## src/rtl/core/drxat_pkg.sv

```systemverilog
package drxat_pkg;

  localparam int SLOT_WRAP_DEF = 20480;

  // action codes of an event word
  localparam logic [2:0] ACT_TICK     = 3'd0;
  localparam logic [2:0] ACT_DL_PDCCH = 3'd1;
  localparam logic [2:0] ACT_UL_PDCCH = 3'd2;
  localparam logic [2:0] ACT_DL_NACK  = 3'd3;
  localparam logic [2:0] ACT_CONRES   = 3'd4;

  // configuration register indexes
  localparam logic [2:0] REG_CYCLE_LEN      = 3'd0;
  localparam logic [2:0] REG_ON_START       = 3'd1;
  localparam logic [2:0] REG_ON_DURATION    = 3'd2;
  localparam logic [2:0] REG_INACTIVITY_LEN = 3'd3;
  localparam logic [2:0] REG_RETX_UL_LEN    = 3'd4;
  localparam logic [2:0] REG_RETX_DL_LEN    = 3'd5;
  localparam logic [2:0] REG_CONRES_LEN     = 3'd6;
  localparam logic [2:0] REG_CCCH_SLOT      = 3'd7;

  localparam logic [14:0] CCCH_SLOT_RESET = 15'd20480;

  typedef enum logic [3:0] {
    ST_IDLE,
    ST_WRAP_GO,
    ST_WRAP_WAIT,
    ST_CHECK,
    ST_MOD_GO,
    ST_MOD_WAIT,
    ST_WIN,
    ST_SUM_GO,
    ST_SUM_WAIT,
    ST_APPLY,
    ST_APPLY2,
    ST_DONE
  } state_t;

endpackage

```

## src/rtl/core/drxat_in_if.sv

```systemverilog
interface drxat_in_if;
  logic        valid;
  logic        ready;
  logic [2:0]  action;
  logic [14:0] slot;
  logic [14:0] ul_tx_slot;
  logic        sr_pending;

  modport source (output valid, action, slot, ul_tx_slot, sr_pending, input ready);
  modport sink (input valid, action, slot, ul_tx_slot, sr_pending, output ready);
endinterface

```

## src/rtl/core/drxat_out_if.sv

```systemverilog
interface drxat_out_if;
  logic        valid;
  logic        ready;
  logic        pdcch_enabled;
  logic        end_valid;
  logic [14:0] end_slot;
  logic        conres_error;

  modport source (output valid, pdcch_enabled, end_valid, end_slot, conres_error,
                  input ready);
  modport sink (input valid, pdcch_enabled, end_valid, end_slot, conres_error,
                output ready);
endinterface

```

## src/rtl/core/drx_active_time_tracker.sv

```systemverilog
// DRX active-time tracker for one UE. Each event word (slot tick, DL or UL PDCCH, DL HARQ
// NACK, contention-resolution start) gives exactly one result word with the PDCCH-enabled
// flag and the held active-time end slot after the event. All slot arithmetic wraps at
// SLOT_WRAP and runs on two bit-serial remainder units that take one dividend bit per
// cycle, XW = clog2(SLOT_WRAP + 65536) bits per pass (17 at the default wrap). A slot
// tick that opens an on-duration window takes three passes (slot wrap, window, sum); a
// tick that misses the window takes two (slot wrap, window); PDCCH, NACK and
// contention-resolution events that can extend take two (slot wrap, sum); an event that
// changes nothing early (DRX disabled, tick inside a held end, PDCCH outside active time,
// unregistered CCCH slot, unknown action) takes one. A full output register that is not
// drained holds the block in its done state. One event is in work at a time; a new event
// is taken while the previous result still waits on the output register.
// Configuration is written through cfg_wr_en / cfg_index / cfg_data and must only change
// while the block is idle.
module drx_active_time_tracker
  import drxat_pkg::*;
#(
  parameter int SLOT_WRAP = SLOT_WRAP_DEF
) (
  input  logic        clk,
  input  logic        rst,
  input  logic        cfg_wr_en,
  input  logic [2:0]  cfg_index,
  input  logic [14:0] cfg_data,
  drxat_in_if.sink    evt,
  drxat_out_if.source res
);

  localparam int SW  = $clog2(SLOT_WRAP);
  localparam int DWW = $clog2(SLOT_WRAP + 1);
  localparam int DW  = (DWW > 15) ? DWW : 15;
  localparam int XW  = $clog2(SLOT_WRAP + 65536);
  localparam logic [DW-1:0] WRAP_D = DW'(SLOT_WRAP);
  localparam logic [SW:0]   WRAP_S = (SW + 1)'(SLOT_WRAP);
  localparam logic [SW:0]   HALF_S = (SW + 1)'(SLOT_WRAP / 2);

  // configuration
  logic [14:0] cycle_len;
  logic [14:0] on_start;
  logic [14:0] on_duration;
  logic [14:0] inactivity_len;
  logic [9:0]  retx_ul_len;
  logic [9:0]  retx_dl_len;
  logic [9:0]  conres_len;
  logic [14:0] ccch_slot;

  state_t state, state_next;

  logic [2:0]    act;
  logic [14:0]   slot_raw;
  logic [14:0]   pusch_raw;
  logic          sr;
  logic          err;
  logic [SW-1:0] base;
  logic [SW-1:0] pusch_w;
  logic [15:0]   delta;
  logic          end_held;
  logic [SW-1:0] end_time;

  logic          o_valid;
  logic          o_pdcch;
  logic          o_end_valid;
  logic [14:0]   o_end_slot;
  logic          o_err;

  logic          start_a, start_b;
  logic [XW-1:0] dvd_a, dvd_b;
  logic [DW-1:0] dvs_a, dvs_b;
  logic          busy_a, busy_b;
  logic [DW-1:0] rem_a, rem_b;

  logic          drx_on;
  logic          ccch_none;
  logic [15:0]   stop;
  logic [14:0]   m;
  logic [14:0]   stop_m;
  logic          win_in;
  logic          win_wrap;
  logic          out_load;

  // circular a-before-b on the slot counter
  function automatic logic slot_before(input logic [SW-1:0] a, input logic [SW-1:0] b);
    logic [SW:0] d;
    if (b >= a) begin
      d = {1'b0, b} - {1'b0, a};
    end else begin
      d = {1'b0, b} + WRAP_S - {1'b0, a};
    end
    return (d != '0) && (d < HALF_S);
  endfunction

  assign drx_on    = (cycle_len != '0);
  assign ccch_none = (DW'(ccch_slot) >= WRAP_D);
  assign stop      = 16'(on_start) + 16'(on_duration);
  assign m         = 15'(rem_a);
  assign stop_m    = 15'(rem_b);
  assign win_in    = (m >= on_start) && (16'(m) < stop);
  assign win_wrap  = (stop >= 16'(cycle_len)) && (m < stop_m);
  assign out_load  = (state == ST_DONE) && (!o_valid || res.ready);

  drxat_srem #(.XW(XW), .DW(DW)) u_rem_a (
    .clk      (clk),
    .rst      (rst),
    .start    (start_a),
    .dividend (dvd_a),
    .divisor  (dvs_a),
    .busy     (busy_a),
    .rem      (rem_a)
  );

  drxat_srem #(.XW(XW), .DW(DW)) u_rem_b (
    .clk      (clk),
    .rst      (rst),
    .start    (start_b),
    .dividend (dvd_b),
    .divisor  (dvs_b),
    .busy     (busy_b),
    .rem      (rem_b)
  );

  always_ff @(posedge clk) begin
    if (rst) begin
      cycle_len      <= '0;
      on_start       <= '0;
      on_duration    <= '0;
      inactivity_len <= '0;
      retx_ul_len    <= '0;
      retx_dl_len    <= '0;
      conres_len     <= '0;
      ccch_slot      <= CCCH_SLOT_RESET;
    end else if (cfg_wr_en) begin
      case (cfg_index)
        REG_CYCLE_LEN:      cycle_len      <= cfg_data;
        REG_ON_START:       on_start       <= cfg_data;
        REG_ON_DURATION:    on_duration    <= cfg_data;
        REG_INACTIVITY_LEN: inactivity_len <= cfg_data;
        REG_RETX_UL_LEN:    retx_ul_len    <= cfg_data[9:0];
        REG_RETX_DL_LEN:    retx_dl_len    <= cfg_data[9:0];
        REG_CONRES_LEN:     conres_len     <= cfg_data[9:0];
        REG_CCCH_SLOT:      ccch_slot      <= cfg_data;
        default: ;
      endcase
    end
  end

  always_ff @(posedge clk) begin
    if (rst) begin
      state <= ST_IDLE;
    end else begin
      state <= state_next;
    end
  end

  always_comb begin
    state_next = state;
    case (state)
      ST_IDLE:      if (evt.valid) state_next = ST_WRAP_GO;
      ST_WRAP_GO:   state_next = ST_WRAP_WAIT;
      ST_WRAP_WAIT: if (!busy_a && !busy_b) state_next = ST_CHECK;
      ST_CHECK: begin
        state_next = ST_DONE;
        if (drx_on) begin
          case (act)
            ACT_TICK: begin
              if (!end_held || !slot_before(base, end_time)) state_next = ST_MOD_GO;
            end
            ACT_DL_PDCCH, ACT_UL_PDCCH: begin
              if (end_held || sr) state_next = ST_SUM_GO;
            end
            ACT_DL_NACK: state_next = ST_SUM_GO;
            ACT_CONRES: begin
              if (!ccch_none) state_next = ST_SUM_GO;
            end
            default: state_next = ST_DONE;
          endcase
        end
      end
      ST_MOD_GO:   state_next = ST_MOD_WAIT;
      ST_MOD_WAIT: if (!busy_a && !busy_b) state_next = ST_WIN;
      ST_WIN:      state_next = (win_in || win_wrap) ? ST_SUM_GO : ST_DONE;
      ST_SUM_GO:   state_next = ST_SUM_WAIT;
      ST_SUM_WAIT: if (!busy_a && !busy_b) state_next = ST_APPLY;
      ST_APPLY:    state_next = ST_APPLY2;
      ST_APPLY2:   state_next = ST_DONE;
      ST_DONE:     if (!o_valid || res.ready) state_next = ST_IDLE;
      default:     state_next = ST_IDLE;
    endcase
  end

  always_comb begin
    evt.ready = (state == ST_IDLE);
    start_a   = state inside {ST_WRAP_GO, ST_MOD_GO, ST_SUM_GO};
    start_b   = start_a;
    dvd_a     = XW'(base) + XW'(delta);
    dvd_b     = XW'(pusch_w) + XW'(retx_ul_len);
    dvs_a     = WRAP_D;
    dvs_b     = WRAP_D;
    case (state)
      ST_WRAP_GO: begin
        dvd_a = XW'(slot_raw);
        dvd_b = XW'(pusch_raw);
      end
      ST_MOD_GO: begin
        // slot mod cycle and window stop mod cycle side by side
        dvd_a = XW'(base);
        dvd_b = XW'(stop);
        dvs_a = DW'(cycle_len);
        dvs_b = DW'(cycle_len);
      end
      default: ;
    endcase
  end

  always_ff @(posedge clk) begin
    if (rst) begin
      end_held <= 1'b0;
      end_time <= '0;
      err      <= 1'b0;
    end else begin
      case (state)
        ST_IDLE: begin
          if (evt.valid) begin
            act       <= evt.action;
            slot_raw  <= evt.slot;
            pusch_raw <= evt.ul_tx_slot;
            sr        <= evt.sr_pending;
            err       <= 1'b0;
          end
        end
        ST_WRAP_WAIT: begin
          base    <= SW'(rem_a);
          pusch_w <= SW'(rem_b);
        end
        ST_CHECK: begin
          if (drx_on) begin
            case (act)
              ACT_TICK: begin
                if (end_held && !slot_before(base, end_time)) begin
                  end_held <= 1'b0;
                  end_time <= '0;
                end
              end
              ACT_DL_PDCCH, ACT_UL_PDCCH: delta <= 16'(inactivity_len);
              ACT_DL_NACK:                delta <= 16'(retx_dl_len);
              ACT_CONRES: begin
                if (ccch_none) begin
                  err <= 1'b1;
                end else begin
                  base  <= SW'(ccch_slot);
                  delta <= 16'(conres_len);
                end
              end
              default: ;
            endcase
          end
        end
        ST_WIN: begin
          if (win_in) begin
            delta <= stop - 16'(m);
          end else begin
            delta <= 16'(stop_m - m);
          end
        end
        ST_APPLY: begin
          case (act)
            ACT_TICK: begin
              end_held <= 1'b1;
              end_time <= SW'(rem_a);
            end
            ACT_DL_PDCCH, ACT_UL_PDCCH: begin
              if ((inactivity_len != '0) &&
                  (!end_held || slot_before(end_time, SW'(rem_a)))) begin
                end_held <= 1'b1;
                end_time <= SW'(rem_a);
              end
            end
            ACT_DL_NACK: begin
              if ((retx_dl_len != '0) &&
                  (!end_held || slot_before(end_time, SW'(rem_a)))) begin
                end_held <= 1'b1;
                end_time <= SW'(rem_a);
              end
            end
            ACT_CONRES: begin
              if (!end_held || slot_before(end_time, SW'(rem_a))) begin
                end_held <= 1'b1;
                end_time <= SW'(rem_a);
              end
            end
            default: ;
          endcase
        end
        ST_APPLY2: begin
          // ul retransmission window goes on top of the inactivity extension
          if ((act == ACT_UL_PDCCH) && (retx_ul_len != '0) &&
              (!end_held || slot_before(end_time, SW'(rem_b)))) begin
            end_held <= 1'b1;
            end_time <= SW'(rem_b);
          end
        end
        default: ;
      endcase
    end
  end

  always_ff @(posedge clk) begin
    if (rst) begin
      o_valid <= 1'b0;
    end else if (out_load) begin
      o_valid <= 1'b1;
    end else if (res.ready) begin
      o_valid <= 1'b0;
    end
  end

  always_ff @(posedge clk) begin
    if (out_load) begin
      o_pdcch     <= !drx_on || end_held || sr;
      o_end_valid <= end_held;
      o_end_slot  <= end_held ? 15'(end_time) : '0;
      o_err       <= err;
    end
  end

  assign res.valid         = o_valid;
  assign res.pdcch_enabled = o_pdcch;
  assign res.end_valid     = o_end_valid;
  assign res.end_slot      = o_end_slot;
  assign res.conres_error  = o_err;

`ifndef SYNTHESIS
  a_end_in_range: assert property (@(posedge clk) disable iff (rst)
    end_held |-> ({1'b0, end_time} < WRAP_S))
    else $error("held end slot beyond wrap");

  a_units_idle: assert property (@(posedge clk) disable iff (rst)
    (state == ST_IDLE) |-> (!busy_a && !busy_b))
    else $error("remainder unit busy while idle");

  a_empty_end_zero: assert property (@(posedge clk) disable iff (rst)
    (res.valid && !res.end_valid) |-> (res.end_slot == '0))
    else $error("end slot reported without a held end");

  a_err_needs_drx: assert property (@(posedge clk) disable iff (rst)
    (res.valid && res.conres_error) |-> drx_on)
    else $error("conres error with drx disabled");

  a_pdcch_when_off: assert property (@(posedge clk) disable iff (rst)
    (res.valid && !drx_on) |-> res.pdcch_enabled)
    else $error("pdcch gated with drx disabled");

  a_tick_sets_end: assert property (@(posedge clk) disable iff (rst)
    ((state == ST_APPLY) && (act == ACT_TICK)) |=> end_held)
    else $error("window hit did not set an end");
`endif

endmodule

```

## src/rtl/core/drxat_srem.sv

```systemverilog
module drxat_srem #(
  parameter int XW = 17,
  parameter int DW = 15
) (
  input  logic          clk,
  input  logic          rst,
  input  logic          start,
  input  logic [XW-1:0] dividend,
  input  logic [DW-1:0] divisor,
  output logic          busy,
  output logic [DW-1:0] rem
);

  localparam int CW = $clog2(XW + 1);

  logic [XW-1:0] sh;
  logic [DW-1:0] r;
  logic [DW-1:0] dvs;
  logic [CW-1:0] cnt;
  logic [DW:0]   trial;
  logic [DW:0]   diff;

  // restoring remainder, one dividend bit per cycle, msb first
  assign trial = {r, sh[XW-1]};
  assign diff  = trial - {1'b0, dvs};
  assign busy  = (cnt != '0);
  assign rem   = r;

  always_ff @(posedge clk) begin
    if (rst) begin
      cnt <= '0;
    end else if (start) begin
      cnt <= CW'(XW);
    end else if (busy) begin
      cnt <= cnt - 1'b1;
    end
  end

  always_ff @(posedge clk) begin
    if (start) begin
      sh  <= dividend;
      r   <= '0;
      dvs <= divisor;
    end else if (busy) begin
      sh <= sh << 1;
      if (trial >= {1'b0, dvs}) begin
        r <= DW'(diff);
      end else begin
        r <= DW'(trial);
      end
    end
  end

endmodule
```

## src/flat_wrapper.sv

```systemverilog
// flat-port wrapper written by rule: the top's interface ports become plain ports
module drx_active_time_tracker_flat import drxat_pkg::*;
#(
  parameter int SLOT_WRAP = SLOT_WRAP_DEF
)
  (clk, rst, cfg_wr_en, cfg_index, cfg_data, evt_valid, evt_action, evt_slot, evt_ul_tx_slot, evt_sr_pending, evt_ready, res_valid, res_pdcch_enabled, res_end_valid, res_end_slot, res_conres_error, res_ready);
  drxat_in_if evt_i ();
  drxat_out_if res_i ();
  input  logic clk;
  input  logic rst;
  input  logic cfg_wr_en;
  input  logic [2:0] cfg_index;
  input  logic [14:0] cfg_data;
  input wire logic [$bits(evt_i.valid)-1:0] evt_valid;
  input wire logic [$bits(evt_i.action)-1:0] evt_action;
  input wire logic [$bits(evt_i.slot)-1:0] evt_slot;
  input wire logic [$bits(evt_i.ul_tx_slot)-1:0] evt_ul_tx_slot;
  input wire logic [$bits(evt_i.sr_pending)-1:0] evt_sr_pending;
  output wire logic [$bits(evt_i.ready)-1:0] evt_ready;
  output wire logic [$bits(res_i.valid)-1:0] res_valid;
  output wire logic [$bits(res_i.pdcch_enabled)-1:0] res_pdcch_enabled;
  output wire logic [$bits(res_i.end_valid)-1:0] res_end_valid;
  output wire logic [$bits(res_i.end_slot)-1:0] res_end_slot;
  output wire logic [$bits(res_i.conres_error)-1:0] res_conres_error;
  input wire logic [$bits(res_i.ready)-1:0] res_ready;
  assign evt_i.valid = evt_valid;
  assign evt_i.action = evt_action;
  assign evt_i.slot = evt_slot;
  assign evt_i.ul_tx_slot = evt_ul_tx_slot;
  assign evt_i.sr_pending = evt_sr_pending;
  assign evt_ready = evt_i.ready;
  assign res_valid = res_i.valid;
  assign res_pdcch_enabled = res_i.pdcch_enabled;
  assign res_end_valid = res_i.end_valid;
  assign res_end_slot = res_i.end_slot;
  assign res_conres_error = res_i.conres_error;
  assign res_i.ready = res_ready;
  drx_active_time_tracker #(.SLOT_WRAP(SLOT_WRAP)) u_core (.clk(clk), .rst(rst), .cfg_wr_en(cfg_wr_en), .cfg_index(cfg_index), .cfg_data(cfg_data), .evt(evt_i), .res(res_i));
endmodule
```

## config.mk

```make
export PLATFORM = sky130hd
export DESIGN_NAME = drx_active_time_tracker_flat
export DESIGN_NICKNAME = d
export VERILOG_FILES = /design/src/rtl/core/drxat_pkg.sv /design/src/rtl/core/drxat_in_if.sv /design/src/rtl/core/drxat_out_if.sv /design/src/rtl/core/drx_active_time_tracker.sv /design/src/rtl/core/drxat_srem.sv /design/src/flat_wrapper.sv
export SDC_FILE = /design/constraint.sdc
export NUM_CORES = 1
export LEC_CHECK = 0
export BUFFER_PORTS_ARGS = -buffer_cell sky130_fd_sc_hd__buf_2
export CAP_MARGIN = 20
export CELL_PAD_IN_SITES_DETAIL_PLACEMENT = 0
export CELL_PAD_IN_SITES_GLOBAL_PLACEMENT = 1
export CORE_ASPECT_RATIO = 1.25
export CORE_UTILIZATION = 45
export DETAILED_ROUTE_END_ITERATION = 8
export PLACE_DENSITY_LB_ADDON = 0.1
export SYNTH_ARGS = -nofsm -noshare
export SYNTH_HDL_FRONTEND = slang
export SYNTH_SLANG_ARGS = --single-unit
```

## constraint.sdc

```tcl
create_clock -name clk -period 4.6 [get_ports clk]
set_input_delay 0.23 -clock clk [delete_from_list [all_inputs] [get_ports clk]]
set_output_delay 0.23 -clock clk [all_outputs]
set_load 0.005 [all_outputs]
```

-- Word level (Yosys, flattened, before mapping)
Cells that the tools add are included.
- input bits: 57
- output and inout bits: 20
- flip-flop bits (word level): 314
- logic and storage cells: 256
- $add $sub $neg: 18
- magnitude comparators: 16
- mux-type cells: 76
- reduce and logical (&&, ||, !) cells: 72
- bitwise operators: 1
- equality and inequality tests: 40
- operators by type and width (kind ; count):
    $mux 16 ; 21
    $mux 15 ; 12
    $lt 16x14->1 const B ; 6
    $reduce_bool 16->1 ; 6
    $mux 17 ; 4
    $pmux 17 s2 ; 2
    $sub 15x15->16 ; 4
    $sub 16x15->16 ; 4
    $ge 15x15->1 ; 4
    $pmux 15 s4 ; 1
    $add 15x15->16 const B ; 3
    $ge 16x15->1 ; 3
    $pmux 16 s3 ; 1
    $pmux 4 s12 ; 1
    $pmux 15 s3 ; 1
    $mux 4 ; 10
    $pmux 16 s2 ; 1
    $pmux 15 s2 ; 1
    $reduce_bool 15->1 ; 2
    $sub 15x15->15 ; 2
    $mux 5 ; 4
    $reduce_and 5->1 ; 4
    $reduce_bool 10->1 ; 2
    $ne 2x1->1 const B ; 9
    other kinds (37) ; 115

-- Longest topological paths before layout
- word-level depth: 15
- depth in mapped cells: 23
- mapped depth without buffers: 21

-- By module
From an unflattened synthesis, not the netlist that was laid out.
- cells, all modules: 2768
- area total of the unflattened synthesis: 24468.5 um^2
- modules (own cells, without submodules) (module ; cells an instance ; sequential area each (um^2) ; times used ; area each (um^2)):
    drx_active_time_tracker ; 2200 ; 5485.3 ; 1 ; 18352.6
    drxat_srem ; 284 ; 1361.3 ; 2 ; 3057.9

-- Worst setup path before layout
OpenSTA, ideal clock, no wires.
- path kind: reg2reg
- start: register u_core.on_duration[0]
- end: register u_core.delta[2], data pin
- setup time: 0.270 ns
- buffers on the path: 2
- setup slack: -0.118 ns
- period minus slack after synthesis: 4.718 ns
- data arrival time: 4.448 ns
- required time: 4.330 ns
- stages on the path, launching flop included: 23
- cells stage by stage: dfxtp_1 > ha_1 > fa_1 > a21o_1 > a21oi_1 > o21bai_1 > a21oi_1 > nor2b_1 > o2111ai_1 > nand3_1 > o41ai_1 > o21ai_0 > xor2_1 > ha_1 > nand4_1 > or4_1 > o21ai_0 > a21oi_1 > o22ai_1 > buf_2 > buf_6 > mux2i_1 > a21oi_1
- longest elaborated chain between the ends: 5
- elaborated cells between the ends (all ways): 6
- those cells by class: add/sub (2); order compare (1); mux (2); reduce/logical (1)
- ends and longest elaborated chain (element ; RTL line ; text):
    start, declared ; drx_active_time_tracker.sv:40 ; logic [14:0] on_duration;
    start signal, assigned ; drx_active_time_tracker.sv:135 ; REG_ON_DURATION: on_duration <= cfg_data;
    $add 15x15->16 * ; drx_active_time_tracker.sv:94 ; assign stop = 16'(on_start) + 16'(on_duration);
    $lt 15x16->1 ; drx_active_time_tracker.sv:97 ; assign win_in = (m >= on_start) && (16'(m) < stop);
    $logic_and 1x1->1 ; drx_active_time_tracker.sv:97 ;
    $mux 16 * ; drx_active_time_tracker.sv:258 ; if (win_in) begin
    $pmux 16 s2 * ; drx_active_time_tracker.sv:220 ; case (state)
    end signal, assigned ; drx_active_time_tracker.sv:243 ; ACT_DL_PDCCH, ACT_UL_PDCCH: delta <= 16'(inactivity_len);
    end signal, assigned ; drx_active_time_tracker.sv:259 ; delta <= stop - 16'(m);
    end signal, assigned ; drx_active_time_tracker.sv:261 ; delta <= 16'(stop_m - m);
    end, declared ; drx_active_time_tracker.sv:56 ; logic [15:0] delta;
Every way passes the cells marked *; elsewhere a longest branch is shown, timed or not.
A chain may end at the register's enable or synchronous reset.

-- Final worst setup path
- start: register u_core.on_duration[0]
- end: register u_core.delta[6], data pin
Same word-level chain as after synthesis.

==> results.json <==
{
  "outcome": "completed",
  "grt_usage_pct": 32.4,
  "worst_r2r_path_depth": 27,
  "drt_iter0_markers": 1506,
  "synth_compound_gate_area_share_pct": 22.5,
  "fin_skew_ns": 0.0271,
  "clock-root-buffer": "sky130_fd_sc_hd__clkbuf_16",
  "netlist_area_um2": 24100,
  "pin_count": 77,
  "layout-drive-gt1-share_pct": 12.7,
  "synthTopCellsByArea": "sky130_fd_sc_hd__edfxtp_1, sky130_fd_sc_hd__dfxtp_1, sky130_fd_sc_hd__ha_1",
  "maxCapViolCount": 0,
  "dpl_hpwl_um": 69600,
  "period_share_pct": 99.1,
  "slew-limit-headroom_pct": 26.2,
  "synth_top_cell_by_area": "sky130_fd_sc_hd__edfxtp_1",
  "critical_path.reg2reg.endpoint": "u_core.delta[6]$_DFFE_PP_",
  "filler_cell_count": 5035,
  "post_synth_mux_area_share_pct": 1.35,
  "detailedRoute.firstPassIterationCount": 5,
  "worst_ep_arrival_time_ns": 4.83,
  "area_share_of_the_leading_cell_type_in_the_synthesized_netlist_pct": 18.3,
  "synth_flop_cell": "sky130_fd_sc_hd__dfxtp_1",
  "post-synth-top-count-cell": "sky130_fd_sc_hd__nand2_1",
  "wl_per_cell_um": 24.1,
  "number_of_enable_flip_flop_cells_after_synthesis": 147,
  "drcViolationCount": 0,
  "area_taken_by_multi_input_logic_gates_um2": 15200,
  "gpl_congestion": 0.963,
  "number_of_global_route_vias_before_repair": 21300,
  "synth_top_family_by_area": "compound AO/OA/AOI/OAI gates",
  "largest_net_degree_at_the_start_of_global_routing": 70,
  "clk_pin_slew_worst_paths_ns": 0.07,
  "die_x_um": 209,
  "core_region_area_um2": 52700,
  "async_s_r_ff_share_synth_pct": 0,
  "synth_seq_area_share_pct": 32.2,
  "shortest_clock_period_the_worst_path_allows_after_layout_ns": 4.56,
  "cts.htree.levels": 2,
  "tightest_slew_ns": 1.10,
  "vdd.ir_drop.worst_mv": 0.370,
  "whs_path_depth": 3,
  "layout.nets": 3315,
  "grt_overflow_total": 0,
  "critical_path.startpoint_type": "flip-flop",
  "postRouteAntennaNets": 0,
  "placement.cell_area_um2": 25800,
  "hold_viol_final": 0,
  "insertedDiodeCount": 0,
  "area_growth_syn_to_layout_pct": 15.7,
  "critical_path.endpoint_type": "flip-flop",
  "synth.lib_cells_used.distinct": 102,
  "synth_instances": 2794,
  "hp-class": "input port to flip-flop",
  "die_area_um2": 54400,
  "finalHoldWorstSlack_ns": 0.0275,
  "min_from": "cfg_data[0]",
  "wire_length_of_the_first_global_routing_pass_um": 132000,
  "timing.critical_path.required_ns": 4.88,
  "seq_area_um2": 7760,
  "ys_ff_latch": 314,
  "rsz0062_at_grt": "true",
  "p_leak_nw": 11.1,
  "final_cell_area_um2": 27800,
  "r2r_start": "u_core.on_duration[0]$_SDFFE_PP0P_",
  "tritoncts.num_buffers": 36,
  "antenna_found_initial": 0,
  "clock_sinks": 314,
  "rrSetupSlack_ns": 0.04,
  "whs_endpoint": "u_core.on_duration[0]$_SDFFE_PP0P_",
  "postSynthAreaPerCell_um2": 8.61,
  "die_height_um": 261,
  "port-buffer-count": 76,
  "synth_simple_gate_area_share_pct": 18.1,
  "synth-adder-area-share_pct": 15.9,
  "clock_path_buffers": 3,
  "post_synthesis_share_of_cell_area_spent_on_xor_and_xnor_gates_pct": 4.66,
  "critical_path.max_fanout": 5,
  "tritoncts": "done",
  "initial_core_util_pct": 45.7,
  "max_freq_ghz": 0.219,
  "vias_per_cell": 5.92,
  "timing.setup.critical_path_class": "flip-flop to flip-flop",
  "later_pin_clock_latency_in_the_skew_report_ns": 0.57,
  "power_density_nw_per_um2": 623,
  "report.final.setup_viol": 0,
  "syn-num-nets": 3127,
  "floorplan.rows": 94,
  "vias": 21800,
  "ranking_of_synthesized_cells_by_instance_count": "sky130_fd_sc_hd__nand2_1, sky130_fd_sc_hd__a21oi_1, sky130_fd_sc_hd__ha_1, sky130_fd_sc_hd__inv_1, sky130_fd_sc_hd__nor2_1",
  "yosys_warnings": 0,
  "final_max_slew_viol_count": 0,
  "drt-total-wl_um": 88600
}
cells in the final DEF (no fill, tap or decap), types with 9 or more instances in the layout:
cell type / count
sky130_fd_sc_hd__clkbuf_16: 39
sky130_fd_sc_hd__a311oi_2: 16
sky130_fd_sc_hd__nor4_1: 33
sky130_fd_sc_hd__o21ai_0: 129
sky130_fd_sc_hd__xor2_1: 34
sky130_fd_sc_hd__a211oi_1: 53
sky130_fd_sc_hd__o21a_1: 17
sky130_fd_sc_hd__a21o_1: 32
sky130_fd_sc_hd__nand2_1: 359
sky130_fd_sc_hd__ha_1: 225
sky130_fd_sc_hd__nor3_1: 42
sky130_fd_sc_hd__and3_1: 29
sky130_fd_sc_hd__a211o_1: 10
sky130_fd_sc_hd__xnor2_1: 92
sky130_fd_sc_hd__dfxtp_1: 165
sky130_fd_sc_hd__a221oi_1: 11
sky130_fd_sc_hd__nand3_1: 46
sky130_fd_sc_hd__a22o_1: 35
sky130_fd_sc_hd__nand4_1: 30
sky130_fd_sc_hd__o31ai_1: 15
sky130_fd_sc_hd__dlygate4sd3_1: 39
sky130_fd_sc_hd__a21boi_0: 9
sky130_fd_sc_hd__nand2b_1: 41
sky130_fd_sc_hd__buf_4: 133
sky130_fd_sc_hd__buf_2: 75
sky130_fd_sc_hd__o211ai_1: 15
sky130_fd_sc_hd__fa_1: 48
sky130_fd_sc_hd__inv_1: 204
sky130_fd_sc_hd__nor2b_1: 50
sky130_fd_sc_hd__a31oi_1: 32
sky130_fd_sc_hd__edfxtp_1: 147
sky130_fd_sc_hd__a21oi_2: 19
sky130_fd_sc_hd__a22oi_1: 38
sky130_fd_sc_hd__o21ai_1: 16
sky130_fd_sc_hd__o22ai_1: 9
sky130_fd_sc_hd__nor2_1: 198
sky130_fd_sc_hd__or3_1: 17
sky130_fd_sc_hd__a21oi_1: 263
sky130_fd_sc_hd__mux2i_1: 28
critical path: stages, from the launching register on:
cell	delay [ns]
sky130_fd_sc_hd__dfxtp_2	0.34
sky130_fd_sc_hd__ha_4	0.16
sky130_fd_sc_hd__fa_2	0.36
sky130_fd_sc_hd__a21o_1	0.18
sky130_fd_sc_hd__a21oi_2	0.16
sky130_fd_sc_hd__o21bai_1	0.11
sky130_fd_sc_hd__a21oi_2	0.18
sky130_fd_sc_hd__buf_4	0.12
sky130_fd_sc_hd__buf_4	0.09
sky130_fd_sc_hd__buf_4	0.09
sky130_fd_sc_hd__buf_4	0.09
sky130_fd_sc_hd__buf_4	0.09
sky130_fd_sc_hd__buf_4	0.09
sky130_fd_sc_hd__buf_4	0.12
sky130_fd_sc_hd__xnor2_4	0.13
sky130_fd_sc_hd__ha_4	0.25
sky130_fd_sc_hd__nand3_1	0.10
sky130_fd_sc_hd__o21ai_0	0.11
sky130_fd_sc_hd__a21oi_1	0.21
sky130_fd_sc_hd__o21ai_1	0.13
sky130_fd_sc_hd__a21o_1	0.20
sky130_fd_sc_hd__a21oi_2	0.16
sky130_fd_sc_hd__a21oi_2	0.08
sky130_fd_sc_hd__o22ai_2	0.15
sky130_fd_sc_hd__buf_6	0.16
sky130_fd_sc_hd__buf_12	0.12
sky130_fd_sc_hd__mux2i_2	0.21
sky130_fd_sc_hd__a21oi_1	0.08
how the worst max path moves through the flow:
| stage | slack [ns] | endpoint | start | cells past startpoint |
|---|---|---|---|---|
| floorplan | 0.03 | u_core.delta[2]$_DFFE_PP_ | u_core.on_duration[0]$_SDFFE_PP0P_ | 22 |
| global placement | -0.05 | u_core.delta[1]$_DFFE_PP_ | u_core.on_duration[0]$_SDFFE_PP0P_ | 21 |
| detailed placement | -0.08 | u_core.delta[6]$_DFFE_PP_ | u_core.on_duration[0]$_SDFFE_PP0P_ | 21 |
| CTS | -0.04 | u_core.delta[0]$_DFFE_PP_ | u_core.on_start[0]$_SDFFE_PP0P_ | 22 |
| global route | -0.21 | u_core.delta[6]$_DFFE_PP_ | u_core.on_duration[0]$_SDFFE_PP0P_ | 22 |
| finish | 0.04 | u_core.delta[6]$_DFFE_PP_ | u_core.on_duration[0]$_SDFFE_PP0P_ | 27 |
power breakdown:
group          leakage (nW)  internal, W  switching, W
Combinational          7.79      0.00406       0.00621
Sequential             2.72      0.00357      0.000383
Clock                 0.621      0.00184       0.00126
flip-flops by register name (all words and copies together), names as in the netlist, 4 cells and up:
signal and count:
u_core.delta 16, u_core.u_rem_a.rem 15, u_core.retx_ul_len 10, u_core.conres_len 10
u_core.u_rem_a.sh 17, u_core.cycle_len 15, u_core.base 15, u_core.ccch_slot 15
u_core.u_rem_a.cnt 5, u_core.on_duration 15, u_core.u_rem_b.rem 15, u_core.inactivity_len 15
u_core.retx_dl_len 10, u_core.on_start 15, u_core.res.end_slot 15, u_core.u_rem_a.dvs 15
u_core.slot_raw 15, u_core.state 4, u_core.u_rem_b.cnt 5, u_core.u_rem_b.sh 17
u_core.pusch_w 15, u_core.end_time 15, u_core.pusch_raw 15
area by class of cell:
cell class | count | share of cell area [%]
Clock buffer | 49 | 3.75
Inverter | 208 | 2.81
Tap cell | 672 | 3.02
Clock inverter | 17 | 0.805
Multi-Input combinational cell | 2165 | 54.7
Timing Repair Buffer | 257 | 7.02
Sequential cell | 314 | 27.9
cells by family (layout without fill, tap and decap cells):
group / Yosys count / in the layout
and+or+nand+nor: 918 / 918
AOI/OAI and AO/OA: 811 / 811
buffers and inverters: 315 / 531
DFF: 314 / 314
adders and majority gates: 276 / 276
xor gates and xnor gates: 128 / 128
muxes: 32 / 32
what timing repair did:
action / CTS / global route
endpoints found under the hold margin: 49 / 0
gates resized for setup: 11 / 25
cloned: 2 / 0
hold buffers: 39 / 0
pin swaps: 14 / 27
endpoints found under the setup margin: 17 / 34
setup buffers: 18 / 0
routing by layer:
metal | GRT usage, % | wire length [µm] | vias up
li1 | - | - | 10500
met1 | 38.4 | 35300 | 10500
met2 | 57.2 | 43700 | 637
met3 | 3.33 | 3950 | 183
met4 | 18.8 | 5600 | 0
met5 | 0 | 0 | -
metrics by stage:
step           total power [W]  setup TNS, ns  std cells  worst slack (ns)  utilization, %
2_1_floorplan           0.0109              0       2794            0.0344               -
3_3_place_gp            0.0138         -0.362       3556           -0.0502            49.0
3_5_place_dp            0.0140         -0.606       3556           -0.0804            49.0
4_1_cts                 0.0172         -0.212       3681           -0.0435            52.6
5_1_grt                 0.0185          -2.58       3682            -0.208            52.8
6_report                0.0173              0       3682            0.0417            52.8
Note: power is estimated with default switching activity, not from simulation.
